**config.mk**
```make
export PLATFORM = sky130hd
export DESIGN_NAME = free_region_first_fit_search
export DESIGN_NICKNAME = d
export VERILOG_FILES = /design/src/design/frffs_pkg.sv /design/src/design/free_region_first_fit_search.sv /design/src/design/frffs_dpath.sv /design/src/design/frffs_ctrl.sv
export VERILOG_INCLUDE_DIRS = /design/src /design/src/design
export SDC_FILE = /design/constraint.sdc
export NUM_CORES = 2
export LEC_CHECK = 0
export BUFFER_PORTS_ARGS = -buffer_cell sky130_fd_sc_hd__buf_4
export CAP_MARGIN = 20
export CORE_UTILIZATION = 50
export DETAILED_ROUTE_END_ITERATION = 6
export GPL_TIMING_DRIVEN = 0
export PLACE_DENSITY_LB_ADDON = 0.25
export RECOVER_POWER = 100
export SYNTH_ARGS = -nofsm -noshare
export SYNTH_HDL_FRONTEND = slang
export SYNTH_SLANG_ARGS = --single-unit
```
**constraint.sdc**
```tcl
create_clock -name clock -period 7.6 [get_ports clock]
set_input_delay 0.38 -clock clock [delete_from_list [all_inputs] [get_ports clock]]
set_output_delay 0.38 -clock clock [all_outputs]
set_load 0.005 [all_outputs]
```
**src/design/free_region_first_fit_search_macros.svh**
```systemverilog
`ifndef FREE_REGION_FIRST_FIT_SEARCH_MACROS_SVH
`define FREE_REGION_FIRST_FIT_SEARCH_MACROS_SVH

// Clocked property check on the block clock, held off during reset.
`define FRFFS_ASSERT(label, prop, msg) \
   label: assert property (@(posedge clock) disable iff (reset) prop) \
      else $error(msg);

// Condition that must never be true on a clock edge.
`define FRFFS_ASSERT_NEVER(label, expr, msg) \
   `FRFFS_ASSERT(label, !(expr), msg)

`endif

```
**src/design/frffs_pkg.sv**
```systemverilog
`default_nettype none

package frffs_pkg;

   // Request kinds carried on the request tuser lane
   typedef logic [1:0] opcode_type;
   localparam opcode_type OP_WRITE  = 2'd0;
   localparam opcode_type OP_QUERY  = 2'd1;
   localparam opcode_type OP_SEARCH = 2'd2;

   // Control register indexes
   typedef logic [0:0] reg_index_type;
   localparam reg_index_type REG_SEARCH_BASE  = 1'b0;
   localparam reg_index_type REG_SEARCH_LIMIT = 1'b1;

   // Commands from the sequencer to the datapath
   typedef struct packed {
      logic write_slot;
      logic load;
      logic prep;
      logic scan_start;
      logic scan_step;
      logic eval;
      logic round;
      logic advance;
      logic emit;
   } dp_cmd_type;

   // Status from the datapath back to the sequencer
   typedef struct packed {
      logic is_search;
      logic past_limit;
      logic scan_done;
      logic hit_any;
      logic adv_fail;
      logic out_free;
   } dp_status_type;

endpackage

`default_nettype wire

```
**src/design/free_region_first_fit_search.sv**
```systemverilog
// Region table with overlap query and first-fit free range search.
// Request channel (req_*): one word per command; req_tuser carries the opcode
// (write slot, overlap query, find free region), req_tdata the operands.
// Response channel (rsp_*): one word for each query or search; slot writes
// and the undefined opcode give none.
// Control channel (csr_*): index 0 sets the search base, index 1 the search
// limit; it is always ready. The user must write it only while the block is
// idle; the block itself does not enforce this. With N table entries, a query
// scans the whole table once. A search scans the table for each candidate; a
// candidate hitting a used region moves the search on (at most N+1 of them),
// and it ends on a free candidate, a candidate at or past the limit, or
// a hit that leaves no further candidate in the address range.
// The table scan reads one entry per cycle from the region memory, and one
// command is in flight at a time; the next is taken the cycle after the
// result is loaded into the output register.
// Reset empties the table, sets base 0 and limit to the top address, and
// drops any pending response. If the receiver stalls, the result word holds
// in the output register; a new command is still accepted and its own result
// waits in the sequencer until the register frees up.
`default_nettype none

module free_region_first_fit_search #(
   parameter int TABLE_ENTRIES = 8,
   parameter int PAGE_BYTES    = 4096,
   parameter int ADDR_BITS     = 39
) (
   input  logic                                      clock,
   input  logic                                      reset,
   // request: tdata = slot, slot_used, range_start, range_end, length
   input  logic                                      req_tvalid,
   output logic                                      req_tready,
   input  logic [((3*ADDR_BITS+4+7)/8)*8-1:0]        req_tdata,
   // request: tuser = opcode
   input  frffs_pkg::opcode_type                     req_tuser,
   // response: tdata = overlaps, found, free_start
   output logic                                      rsp_tvalid,
   input  logic                                      rsp_tready,
   output logic [((ADDR_BITS+2+7)/8)*8-1:0]          rsp_tdata,
   // control registers
   input  logic                                      csr_valid,
   output logic                                      csr_ready,
   input  frffs_pkg::reg_index_type                  csr_index,
   input  logic [ADDR_BITS-1:0]                      csr_data
);
   import frffs_pkg::*;

   localparam int RSP_TW = ((ADDR_BITS + 2 + 7) / 8) * 8;

   logic [2:0]           req_slot;
   logic                 req_slot_used;
   logic [ADDR_BITS-1:0] req_range_start;
   logic [ADDR_BITS-1:0] req_range_end;
   logic [ADDR_BITS-1:0] req_length;
   logic                 rsp_overlaps;
   logic                 rsp_found;
   logic [ADDR_BITS-1:0] rsp_free_start;
   dp_cmd_type           cmd;
   dp_status_type        status;

   // Unpack the request word
   assign req_slot        = req_tdata[2:0];
   assign req_slot_used   = req_tdata[3];
   assign req_range_start = req_tdata[ADDR_BITS+3:4];
   assign req_range_end   = req_tdata[2*ADDR_BITS+3:ADDR_BITS+4];
   assign req_length      = req_tdata[3*ADDR_BITS+3:2*ADDR_BITS+4];

   // Pack the response word
   assign rsp_tdata = RSP_TW'({rsp_free_start, rsp_found, rsp_overlaps});

   frffs_ctrl u_ctrl (
      .clock      (clock),
      .reset      (reset),
      .req_tvalid (req_tvalid),
      .req_tready (req_tready),
      .req_opcode (req_tuser),
      .status     (status),
      .cmd        (cmd)
   );

   frffs_dpath #(
      .TABLE_ENTRIES (TABLE_ENTRIES),
      .PAGE_BYTES    (PAGE_BYTES),
      .ADDR_BITS     (ADDR_BITS)
   ) u_dpath (
      .clock           (clock),
      .reset           (reset),
      .csr_valid       (csr_valid),
      .csr_ready       (csr_ready),
      .csr_index       (csr_index),
      .csr_data        (csr_data),
      .req_opcode      (req_tuser),
      .req_slot        (req_slot),
      .req_slot_used   (req_slot_used),
      .req_range_start (req_range_start),
      .req_range_end   (req_range_end),
      .req_length      (req_length),
      .rsp_tvalid      (rsp_tvalid),
      .rsp_tready      (rsp_tready),
      .rsp_overlaps    (rsp_overlaps),
      .rsp_found       (rsp_found),
      .rsp_free_start  (rsp_free_start),
      .cmd             (cmd),
      .status          (status)
   );

endmodule

`default_nettype wire

```
**src/design/frffs_dpath.sv**
```systemverilog
`default_nettype none

module frffs_dpath #(
   parameter int TABLE_ENTRIES = 8,
   parameter int PAGE_BYTES    = 4096,
   parameter int ADDR_BITS     = 39
) (
   input  logic                      clock,
   input  logic                      reset,
   // control register port
   input  logic                      csr_valid,
   output logic                      csr_ready,
   input  frffs_pkg::reg_index_type  csr_index,
   input  logic [ADDR_BITS-1:0]      csr_data,
   // request fields
   input  frffs_pkg::opcode_type     req_opcode,
   input  logic [2:0]                req_slot,
   input  logic                      req_slot_used,
   input  logic [ADDR_BITS-1:0]      req_range_start,
   input  logic [ADDR_BITS-1:0]      req_range_end,
   input  logic [ADDR_BITS-1:0]      req_length,
   // result word
   output logic                      rsp_tvalid,
   input  logic                      rsp_tready,
   output logic                      rsp_overlaps,
   output logic                      rsp_found,
   output logic [ADDR_BITS-1:0]      rsp_free_start,
   // sequencer link
   input  frffs_pkg::dp_cmd_type     cmd,
   output frffs_pkg::dp_status_type  status
);
   import frffs_pkg::*;

   localparam int IDX_W      = (TABLE_ENTRIES > 1) ? $clog2(TABLE_ENTRIES) : 1;
   localparam int CNT_W      = $clog2(TABLE_ENTRIES + 2);
   localparam int PAGE_SHIFT = $clog2(PAGE_BYTES);
   localparam logic [ADDR_BITS:0] PAGE_MASK = {(ADDR_BITS + 1){1'b1}} >>
      ((PAGE_SHIFT > ADDR_BITS) ? 0 : (ADDR_BITS + 1 - PAGE_SHIFT));
   localparam logic [CNT_W-1:0] SCAN_LAST = CNT_W'(TABLE_ENTRIES + 1);
   localparam logic [CNT_W-1:0] ITER_LAST = CNT_W'(TABLE_ENTRIES + 1);
   localparam logic [CNT_W-1:0] SCAN_READS = CNT_W'(TABLE_ENTRIES);

   // search window
   logic [ADDR_BITS-1:0] base_ff;
   logic [ADDR_BITS-1:0] limit_ff;

   // region table
   logic [ADDR_BITS-1:0] start_mem [TABLE_ENTRIES];
   logic [ADDR_BITS-1:0] end_mem   [TABLE_ENTRIES];
   logic [TABLE_ENTRIES-1:0] used_ff;
   logic                 slot_ok;
   logic [IDX_W-1:0]     wr_addr;

   // current item
   logic                 is_search_ff;
   logic                 found_ff;
   logic [CNT_W-1:0]     iter_ff;
   logic [ADDR_BITS-1:0] cand_ff;
   logic [ADDR_BITS-1:0] len_ff;
   logic [ADDR_BITS-1:0] end_ff;
   logic [ADDR_BITS-1:0] end_in;
   logic [ADDR_BITS:0]   prep_sum;

   // scan pipeline
   logic [CNT_W-1:0]     scan_cnt_ff;
   logic [IDX_W-1:0]     rd_addr;
   logic                 issue;
   logic                 rd_vld_ff;
   logic [ADDR_BITS-1:0] rd_start_ff;
   logic [ADDR_BITS-1:0] rd_end_ff;
   logic                 cmp_hit_ff;
   logic [ADDR_BITS-1:0] cmp_end_ff;
   logic                 any_ff;
   logic [ADDR_BITS-1:0] max_ff;

   // candidate step
   logic [ADDR_BITS-1:0] diff_ff;
   logic [ADDR_BITS:0]   diff_ext;
   logic [ADDR_BITS+1:0] up_sum;
   logic                 rem_nz;
   logic [ADDR_BITS-1:0] off_ff;
   logic [ADDR_BITS-1:0] off_in;
   logic                 round_fail_ff;
   logic                 round_fail_in;
   logic [ADDR_BITS:0]   adv_sum;

   // result register
   logic                 rsp_valid_ff;
   logic                 rsp_overlaps_ff;
   logic                 rsp_found_ff;
   logic [ADDR_BITS-1:0] rsp_free_ff;

   // Take control writes at once
   assign csr_ready = 1'b1;

   always_ff @(posedge clock) begin
      if (reset) begin
         base_ff  <= '0;
         limit_ff <= '1;
      end else if (csr_valid) begin
         case (csr_index)
            REG_SEARCH_BASE:  base_ff  <= csr_data;
            REG_SEARCH_LIMIT: limit_ff <= csr_data;
            default: ;
         endcase
      end
   end

   // Write one table slot; slots past the table are dropped
   assign slot_ok = ({4'd0, req_slot} < 7'(TABLE_ENTRIES));
   assign wr_addr = IDX_W'(req_slot);
   assign rd_addr = scan_cnt_ff[IDX_W-1:0];
   assign issue   = cmd.scan_step & (scan_cnt_ff < SCAN_READS);

   always_ff @(posedge clock) begin
      if (reset) begin
         used_ff <= '0;
      end else if (cmd.write_slot && slot_ok) begin
         used_ff[wr_addr] <= req_slot_used;
      end
   end

   always_ff @(posedge clock) begin
      if (cmd.write_slot && slot_ok) begin
         start_mem[wr_addr] <= req_range_start;
         end_mem[wr_addr]   <= req_range_end;
      end
      if (issue) begin
         rd_start_ff <= start_mem[rd_addr];
         rd_end_ff   <= end_mem[rd_addr];
      end
   end

   // Saturating range end for the current candidate
   assign prep_sum = {1'b0, cand_ff} + {1'b0, len_ff};
   assign end_in   = prep_sum[ADDR_BITS] ? '1 : prep_sum[ADDR_BITS-1:0];

   // Round the jump distance up to a whole page
   assign diff_ext = {1'b0, diff_ff};
   assign rem_nz   = |(diff_ext & PAGE_MASK);
   assign up_sum   = {1'b0, diff_ext | PAGE_MASK} + (ADDR_BITS + 2)'(1);

   always_comb begin
      if (rem_nz) begin
         off_in        = up_sum[ADDR_BITS-1:0];
         round_fail_in = |up_sum[ADDR_BITS+1:ADDR_BITS];
      end else begin
         off_in        = diff_ff;
         round_fail_in = 1'b0;
      end
   end

   assign adv_sum = {1'b0, base_ff} + {1'b0, off_ff};

   // Item control state
   always_ff @(posedge clock) begin
      if (reset) begin
         is_search_ff  <= 1'b0;
         found_ff      <= 1'b0;
         iter_ff       <= '0;
         round_fail_ff <= 1'b0;
      end else begin
         if (cmd.load) begin
            is_search_ff <= (req_opcode == OP_SEARCH);
            found_ff     <= 1'b0;
            iter_ff      <= '0;
         end
         if (cmd.eval && !any_ff && is_search_ff) begin
            found_ff <= 1'b1;
         end
         if (cmd.round) begin
            round_fail_ff <= round_fail_in;
         end
         if (cmd.advance) begin
            iter_ff <= iter_ff + CNT_W'(1);
         end
      end
   end

   // Item payload
   always_ff @(posedge clock) begin
      if (cmd.load) begin
         cand_ff <= (req_opcode == OP_SEARCH) ? base_ff : req_range_start;
         len_ff  <= req_length;
      end else if (cmd.advance) begin
         cand_ff <= adv_sum[ADDR_BITS-1:0];
      end
      if (cmd.prep) begin
         end_ff <= end_in;
      end
      if (cmd.eval) begin
         diff_ff <= max_ff - base_ff;
      end
      if (cmd.round) begin
         off_ff <= off_in;
      end
   end

   // Scan: read one entry a cycle, compare, then fold into hit and largest end
   always_ff @(posedge clock) begin
      if (reset) begin
         scan_cnt_ff <= '0;
         rd_vld_ff   <= 1'b0;
         cmp_hit_ff  <= 1'b0;
         any_ff      <= 1'b0;
      end else begin
         if (cmd.scan_start) begin
            scan_cnt_ff <= '0;
         end else if (cmd.scan_step && scan_cnt_ff != SCAN_LAST) begin
            scan_cnt_ff <= scan_cnt_ff + CNT_W'(1);
         end
         rd_vld_ff  <= issue & used_ff[rd_addr];
         cmp_hit_ff <= rd_vld_ff & !(end_ff <= rd_start_ff || cand_ff >= rd_end_ff);
         if (cmd.scan_start) begin
            any_ff <= 1'b0;
         end else if (cmp_hit_ff) begin
            any_ff <= 1'b1;
         end
      end
   end

   always_ff @(posedge clock) begin
      cmp_end_ff <= rd_end_ff;
      if (cmd.scan_start) begin
         max_ff <= '0;
      end else if (cmp_hit_ff && (!any_ff || cmp_end_ff > max_ff)) begin
         max_ff <= cmp_end_ff;
      end
   end

   // Result register: hold until the word is taken
   always_ff @(posedge clock) begin
      if (reset) begin
         rsp_valid_ff <= 1'b0;
      end else if (cmd.emit) begin
         rsp_valid_ff <= 1'b1;
      end else if (rsp_tready) begin
         rsp_valid_ff <= 1'b0;
      end
   end

   always_ff @(posedge clock) begin
      if (cmd.emit) begin
         rsp_overlaps_ff <= !is_search_ff & any_ff;
         rsp_found_ff    <= is_search_ff & found_ff;
         rsp_free_ff     <= (is_search_ff && found_ff) ? cand_ff : '0;
      end
   end

   assign rsp_tvalid     = rsp_valid_ff;
   assign rsp_overlaps   = rsp_overlaps_ff;
   assign rsp_found      = rsp_found_ff;
   assign rsp_free_start = rsp_free_ff;

   // Status to the sequencer
   always_comb begin
      status            = '0;
      status.is_search  = is_search_ff;
      status.past_limit = is_search_ff & (cand_ff >= limit_ff);
      status.scan_done  = (scan_cnt_ff == SCAN_LAST);
      status.hit_any    = any_ff;
      status.adv_fail   = round_fail_ff | adv_sum[ADDR_BITS] | (iter_ff == ITER_LAST);
      status.out_free   = !rsp_valid_ff | rsp_tready;
   end

`include "free_region_first_fit_search_macros.svh"

   `FRFFS_ASSERT_NEVER(a_no_overwrite, cmd.emit && rsp_valid_ff && !rsp_tready, "result word overwritten before it was taken")
   `FRFFS_ASSERT(a_cand_rises, cmd.advance && !status.adv_fail |=> cand_ff > $past(cand_ff), "search candidate did not move upward")

endmodule

`default_nettype wire

```
**src/design/frffs_ctrl.sv**
```systemverilog
`default_nettype none

module frffs_ctrl (
   input  logic                      clock,
   input  logic                      reset,
   input  logic                      req_tvalid,
   output logic                      req_tready,
   input  frffs_pkg::opcode_type     req_opcode,
   input  frffs_pkg::dp_status_type  status,
   output frffs_pkg::dp_cmd_type     cmd
);
   import frffs_pkg::*;

   localparam logic [2:0] ST_IDLE    = 3'd0;
   localparam logic [2:0] ST_PREP    = 3'd1;
   localparam logic [2:0] ST_SCAN    = 3'd2;
   localparam logic [2:0] ST_EVAL    = 3'd3;
   localparam logic [2:0] ST_ROUND   = 3'd4;
   localparam logic [2:0] ST_ADVANCE = 3'd5;
   localparam logic [2:0] ST_EMIT    = 3'd6;

   logic [2:0] state_ff;
   logic [2:0] state_in;
   logic       accept;

   assign req_tready = (state_ff == ST_IDLE);
   assign accept     = req_tvalid & req_tready;

   // Write a slot from idle, or sequence one item: prepare candidate, scan table, decide, step or emit
   always_comb begin
      state_in = state_ff;
      cmd      = '0;
      case (state_ff)
         ST_IDLE: begin
            if (accept) begin
               if (req_opcode == OP_WRITE) begin
                  cmd.write_slot = 1'b1;
               end else if (req_opcode == OP_QUERY || req_opcode == OP_SEARCH) begin
                  cmd.load = 1'b1;
                  state_in = ST_PREP;
               end
            end
         end
         ST_PREP: begin
            cmd.prep = 1'b1;
            if (status.past_limit) begin
               state_in = ST_EMIT;
            end else begin
               cmd.scan_start = 1'b1;
               state_in       = ST_SCAN;
            end
         end
         ST_SCAN: begin
            cmd.scan_step = 1'b1;
            if (status.scan_done) begin
               state_in = ST_EVAL;
            end
         end
         ST_EVAL: begin
            cmd.eval = 1'b1;
            if (!status.hit_any || !status.is_search) begin
               state_in = ST_EMIT;
            end else begin
               state_in = ST_ROUND;
            end
         end
         ST_ROUND: begin
            cmd.round = 1'b1;
            state_in  = ST_ADVANCE;
         end
         ST_ADVANCE: begin
            cmd.advance = 1'b1;
            state_in    = status.adv_fail ? ST_EMIT : ST_PREP;
         end
         ST_EMIT: begin
            if (status.out_free) begin
               cmd.emit = 1'b1;
               state_in = ST_IDLE;
            end
         end
         default: state_in = ST_IDLE;
      endcase
   end

   always_ff @(posedge clock) begin
      if (reset) begin
         state_ff <= ST_IDLE;
      end else begin
         state_ff <= state_in;
      end
   end

`include "free_region_first_fit_search_macros.svh"

   `FRFFS_ASSERT(a_cmd_excl, $onehot0({cmd.write_slot, cmd.load, cmd.prep, cmd.scan_step, cmd.eval, cmd.round, cmd.advance, cmd.emit}), "more than one datapath step commanded")
   `FRFFS_ASSERT(a_scan_to_eval, state_ff == ST_SCAN && status.scan_done |=> state_ff == ST_EVAL, "table scan did not end in evaluation")

endmodule

`default_nettype wire
```
## Yosys cells after proc, flatten, opt, wreduce, memory -nomap -nowiden

Memory sizes are Yosys's and may differ from the RTL's. A register that Yosys moved wholly into a read port is not among the register bits.
Index checks and enable logic that the tools add are counted.

| cells by class | value |
|---|---|
| $add $sub $neg | 6 |
| multipliers | 0 |
| div/mod/pow operators | 0 |
| $lt $le $gt $ge | 8 |
| equal/unequal tests | 16 |
| shift operators | 0 |
| muxes and demuxes | 40 |
| bitwise logic cells | 11 |
| reductions and logical operators | 25 |

Operators with widths:

| cell | count |
|---|---|
| $mux 39 | 4 |
| $add 39x39->40 | 2 |
| $ge 39x39->1 | 2 |
| $add 39x1->40 const B | 1 |
| $gt 39x39->1 | 1 |
| $le 39x39->1 | 1 |
| $sub 39x39->39 | 1 |
| $mux 3 | 7 |
| $pmux 3 s7 | 1 |
| $mux 1 | 19 |
| $reduce_or 12->1 | 1 |
| $ne 2x2->1 const B | 5 |
| $eq 3x3->1 const B | 3 |
| $add 4x1->4 const B | 2 |
| $bwmux 8 | 1 |
| $eq 4x4->1 const B | 2 |
| $lt 3x4->1 const B | 2 |
| $mux 2 | 4 |
| $mux 4 | 2 |
| $and 1x1->1 | 7 |
| $eq 3x2->1 const B | 2 |
| $logic_and 1x1->1 | 6 |
| $reduce_bool 2->1 | 3 |
| $reduce_and 5->1 | 1 |
| 16 further kinds | 26 |

| word-level totals | value |
|---|---|
| register bits | 418 |
| bits in latches | 0 |
| memory bits (writable) | 624 |
| memory bits (read-only) | 0 |
| word-level logic and storage cells | 131 |
| memories | 2 |

Memory list:

| name | depth | width | rd ports | clocked after memory_dff | write ports | RTL line | text |
|---|---|---|---|---|---|---|---|
| u_dpath.end_mem | 8 | 39 | 1 | 1 | 1 | frffs_dpath.sv:49 | `logic [ADDR_BITS-1:0] end_mem [TABLE_ENTRIES];` |
| u_dpath.start_mem | 8 | 39 | 1 | 1 | 1 | frffs_dpath.sv:48 | `logic [ADDR_BITS-1:0] start_mem [TABLE_ENTRIES];` |

## Longest topological paths before layout

| logic depth | value |
|---|---|
| depth after elaboration | 8 |
| depth in mapped cells | 14 |
| depth with buffers taken out | 13 |

## Hierarchy

From an unflattened synthesis, not the netlist that was laid out.

| second synthesis, totals | value |
|---|---|
| cells, all modules | 3578 |
| area, all modules | 50648.6 sq um |

Modules (own cells, without submodules):

| module | instances | cells each | area each (sq um) | sequential area each (sq um) |
|---|---|---|---|---|
| frffs_dpath | 1 | 3530 | 50309.5 | 31750.5 |
| frffs_ctrl | 1 | 38 | 267.8 | 60.1 |
| free_region_first_fit_search | 1 | 10 | 71.3 | 0.0 |

## Least setup slack after synthesis

OpenSTA, ideal clock, no wires.

| timing | value |
|---|---|
| path type | register to register |
| from | register u_ctrl.state_ff[1] |
| to | register u_dpath.used_ff[0] |
| setup time | 0.128 ns |
| data arrival time | 7.060 ns |
| setup slack | 0.413 ns |
| cell stages (with the launch flop) | 7 |
| clock period less this slack | 7.187 ns |
| cell sequence | dfxtp_1 clkbuf_1 nor3_1 nand4b_1 nor3_1 mux2i_1 nor2_1 |

| on the way | value |
|---|---|
| longest elaborated chain between the ends | 4 |

RTL lines:

| item | RTL line | text |
|---|---|---|
| from (decl) | frffs_ctrl.sv:22 | `logic [2:0] state_ff;` |
| from (signal assigned) | frffs_ctrl.sv:89 | `state_ff <= state_in;` |
| $logic_not 3->1 * | frffs_ctrl.sv:26 | `assign req_tready = (state_ff == ST_IDLE);` |
| named net req_tready | free_region_first_fit_search.sv:31 | `output logic req_tready,` |
| $and 1x1->1 | frffs_ctrl.sv:27 | `assign accept = req_tvalid & req_tready;` |
| $mux 2 | frffs_ctrl.sv:35 | `if (accept) begin` |
| $mux 2 * | frffs_ctrl.sv:33 | `case (state_ff)` |
| to (signal, indexed assignment) | frffs_dpath.sv:119 | `used_ff[wr_addr] <= req_slot_used;` |
| to (decl) | frffs_dpath.sv:50 | `logic [TABLE_ENTRIES-1:0] used_ff;` |

The timed path passes the listed nets; every way through them passes the cells marked *.
A chain may end at the register's enable or synchronous reset.

## Worst setup path in the final report

| timing | value |
|---|---|
| from | register u_ctrl.state_ff[1] |
| to | memory u_dpath.start_mem[0][16], enable pin |

| on the way | value |
|---|---|
| longest elaborated chain between the ends | 6 |

RTL lines:

| item | RTL line | text |
|---|---|---|
| $logic_not 3->1 * | frffs_ctrl.sv:26, frffs_ctrl.sv:33 |  |
| $and 1x1->1 | frffs_ctrl.sv:27 |  |
| $mux 2 | frffs_ctrl.sv:35 |  |
| $mux 2 * | frffs_ctrl.sv:33 |  |
| $mux 1 * | frffs_dpath.sv:124 | `if (cmd.write_slot && slot_ok) begin` |
| $mux 1 (not written as such) * | frffs_dpath.sv:125 | `start_mem[wr_addr] <= req_range_start;` |
| to (decl) | frffs_dpath.sv:48 |  |

Mark *: on every way between the ends. The rest lies on a longest branch, timed or not.

==> flow_summary.ini <==
[pwr]
combPwrFrac = 0.132
power.switching_mw = 3.75
switching_share = 0.255
pwr-share-seq = 0.487
powerDensity_nw_per_um2 = 247
p_leak_nw = 22.2
pwr-share-clk = 0.380
p_int_mw = 11.0
peakVddDrop_uv = 247

[flow_run]
maxCapViolations = 16

[detailed_routing]
drc_errors = 0
drt_pass1_iterations = 5
drt_iter0_markers = 3433
wl_met2_um = 69300
met3_length_um = 10500
wl_met1_um = 58500
top_layer = met5
routed_wl_um = 144000
post_drt_via_cell_ratio = 5.80
ant_nets = 0
vias = 33600
wire_per_inst_um = 24.8

[sta]
period_share = 0.769
fmax_mhz = 171
period_minus_slack_ns = 5.84
hold_viol = 0
tightest_slew_ns = 2.22
rsz0062_at_grt = false
finalMaxSlewViolations = 394
fin_skew_ns = 0.0252
setup_violations = 0
fin_ws_ns = 1.76
tns_ns = 0
hold_slack_ns = 0.0535
relSlewSlack = -0.485

[logic_synthesis]
synthFlopType = edfxtp_1
seq_area_frac_synth = 0.625
syn-cell-area_um2 = 50900
yosys_warnings = 0
synth_edf_count = 938
ys_ff_latch = 1120
avgSynthCellArea_um2 = 13.5
synth_cell_types = 80
synthCells = 3782
synthArstFlopShare = 0

[die]
die_w_um = 321
initial_utilization = 0.507
rows = 116
die_h_um = 321
core_um2 = 100000
io_pins = 226
fp.dieArea_um2 = 103000

[critical_path]
crit_path_frequent_cell = clkbuf_1
critical_path.max_stage_delay_ns = 0.60
cp.required_ns = 7.95
crit_chain = clkbuf_1 > nor3_1 > clkbuf_1 > nand4b_1 > nor3_1 > clkbuf_1 > clkbuf_1 > clkbuf_1 > clkbuf_1 > clkbuf_1 > clkbuf_1
path_class = reg2reg
crit_arrival_ns = 6.19
r2r_slack_ns = 1.76
critPathLaunchType = register
crit_path_end_kind = register
crit_fanout = 10
cp_slowest_cell = clkbuf_1

[clock_network]
clk_latency_ns = 0.72
cts_sinks = 1120
clockBufferDepth = 3
cts_setup_buffers = 0
cts_tree = yes
cts_buffers = 114
clock-root-buffer = clkbuf_16
path_clk_slew_ns = 0.06
htree_levels = 3

[global_routing]
grt_pass1_wl_um = 211000
overflow = 0
grt_max_degree = 40
grt_pass1_vias = 32900
antenna_found_initial = 10
grt_usage = 0.280

[placement]
dp_slack_ns = 2.95
port_buffers = 208
dp_hpwl_um = 106000
gp_congestion = 0.969

[layout]
layout_common_cells = edfxtp_1, nand2_1, clkbuf_1, ha_1, a21oi_1
n_fill_cell = 7960
syn2layout_area_growth_pct = 16.9
regArea_um2 = 31800
nets = 4790
layout_commonest_cell = edfxtp_1
layout-drive-gt1-share = 0.111
multi_input_area_um2 = 17500

[status]
violations = capacitance limit, slew limit
status = finished, violations left

[worst_hold_path]
hp-class = in2reg
==> critical path: cells and delay by family (launching register included) <==
family	cells	cell delay, ns
AND/OR/NAND/NOR	3	1.11
flip-flops	1	0.31
buffers and inverters	8	4.03
==> synth_stat cells (14+ instances only) <==
| library cell | count | area share |
|---|---|---|
| a21o_1 | 110 | 0.016 |
| xor2_1 | 42 | 0.0072 |
| nand2b_1 | 23 | 0.0028 |
| mux2i_1 | 33 | 0.0065 |
| nor2b_1 | 31 | 0.0038 |
| xnor2_1 | 81 | 0.014 |
| dfxtp_1 | 182 | 0.072 |
| nor2_1 | 130 | 0.0096 |
| o21a_1 | 33 | 0.0049 |
| o21bai_1 | 18 | 0.0027 |
| a31oi_1 | 14 | 0.0017 |
| edfxtp_1 | 938 | 0.55 |
| o21ai_0 | 142 | 0.014 |
| nand4_1 | 46 | 0.0057 |
| a21oi_1 | 240 | 0.024 |
| mux4_2 | 158 | 0.070 |
| a211o_1 | 42 | 0.0072 |
| and3_1 | 95 | 0.012 |
| buf_1 | 24 | 0.0018 |
| nand2_1 | 454 | 0.033 |
| a211oi_1 | 28 | 0.0041 |
| inv_1 | 232 | 0.017 |
| nand3_1 | 81 | 0.0080 |
| clkbuf_1 | 117 | 0.0086 |
| nor3_1 | 28 | 0.0028 |
| ha_1 | 279 | 0.069 |
==> path summary, 6_finish.rpt <==
check / from / to / cells after the start
setup reg to reg: u_ctrl.state_ff[1] / u_dpath.start_mem[0][16] / 11
setup / recovery: u_ctrl.state_ff[1] / u_dpath.start_mem[0][16] / 11
hold reg to reg: u_dpath.rd_end_ff[18] / u_dpath.cmp_end_ff[18] / 0
hold / removal: req_tdata[3] / u_dpath.used_ff[3] / 3
==> through the flow <==
step           area, µm²  instances  power, mW  utilization
6_report           59500       5784       14.7        0.593
5_1_grt            59500       5783       15.2        0.593
4_1_cts            60500       5780       14.8        0.602
3_5_place_dp       55200       5414       9.19        0.549
3_3_place_gp       54200       5365       9.15        0.540
2_1_floorplan      51000       3800       8.43            -
==> power by group through the flow <==
| stage | clock (mW) | combinational, mW | sequential [mW] |
|---|---|---|---|
| 3_3_place_gp | 0 | 1.85 | 7.30 |
| 5_1_grt | 5.89 | 2.13 | 7.17 |
| 4_1_cts | 5.66 | 2.00 | 7.15 |
| 2_1_floorplan | 0 | 1.28 | 7.15 |
| 3_5_place_dp | 0 | 1.92 | 7.27 |
| 6_report | 5.59 | 1.95 | 7.16 |
==> timing repair <==
action / in CTS / in global routing
hold buffers: 157 / 0
gates resized for setup: 0 / 0
hold endpoints to repair: 730 / 0
==> kinds of logic (layout without fill, tap and decap cells) <==
logic type | Yosys count | after routing | synth area share
flops | 1120 | 1120 | 0.625
other cells | 2 | 21 | 0.000148
buf+inv | 399 | 1025 | 0.0309
fa+ha+maj | 282 | 282 | 0.0698
simple gates | 941 | 941 | 0.0850
mux | 197 | 197 | 0.0777
compound gates | 718 | 718 | 0.0905
xor+xnor | 123 | 123 | 0.0212
==> state kept, by name (all words and copies together) (netlist names), 3 cells and up <==
name and cells:
u_dpath.end_mem 312, u_dpath.start_mem 312, u_dpath.base_ff 39, u_dpath.cand_ff 39
u_dpath.cmp_end_ff 39, u_dpath.diff_ff 39, u_dpath.end_ff 39, u_dpath.len_ff 39
u_dpath.limit_ff 39, u_dpath.max_ff 39, u_dpath.off_ff 39, u_dpath.rd_end_ff 39
u_dpath.rd_start_ff 39, u_dpath.rsp_free_start 39, u_dpath.used_ff 8, u_dpath.iter_ff 4
u_dpath.scan_cnt_ff 4, u_ctrl.state_ff 3
==> metal layers <==
| layer | vias to the layer above | GRT usage |
|---|---|---|
| li1 | 15300 | - |
| met1 | 16600 | 0.376 |
| met2 | 1392 | 0.465 |
| met3 | 266 | 0.0378 |
| met4 | 2 | 0.102 |
| met5 | - | 0 |
==> layout make-up <==
| class | instances | share of cell area |
|---|---|---|
| Antenna cell | 1 | 0.0000420 |
| Buffer | 165 | 0.0113 |
| Clock buffer | 146 | 0.0511 |
| Clock inverter | 63 | 0.0115 |
| Inverter | 234 | 0.0148 |
| Multi-Input combinational cell | 2281 | 0.295 |
| Sequential cell | 1120 | 0.534 |
| Tap cell | 1357 | 0.0285 |
| Timing Repair Buffer | 417 | 0.0538 |
(Power assumes the default switching activity.)
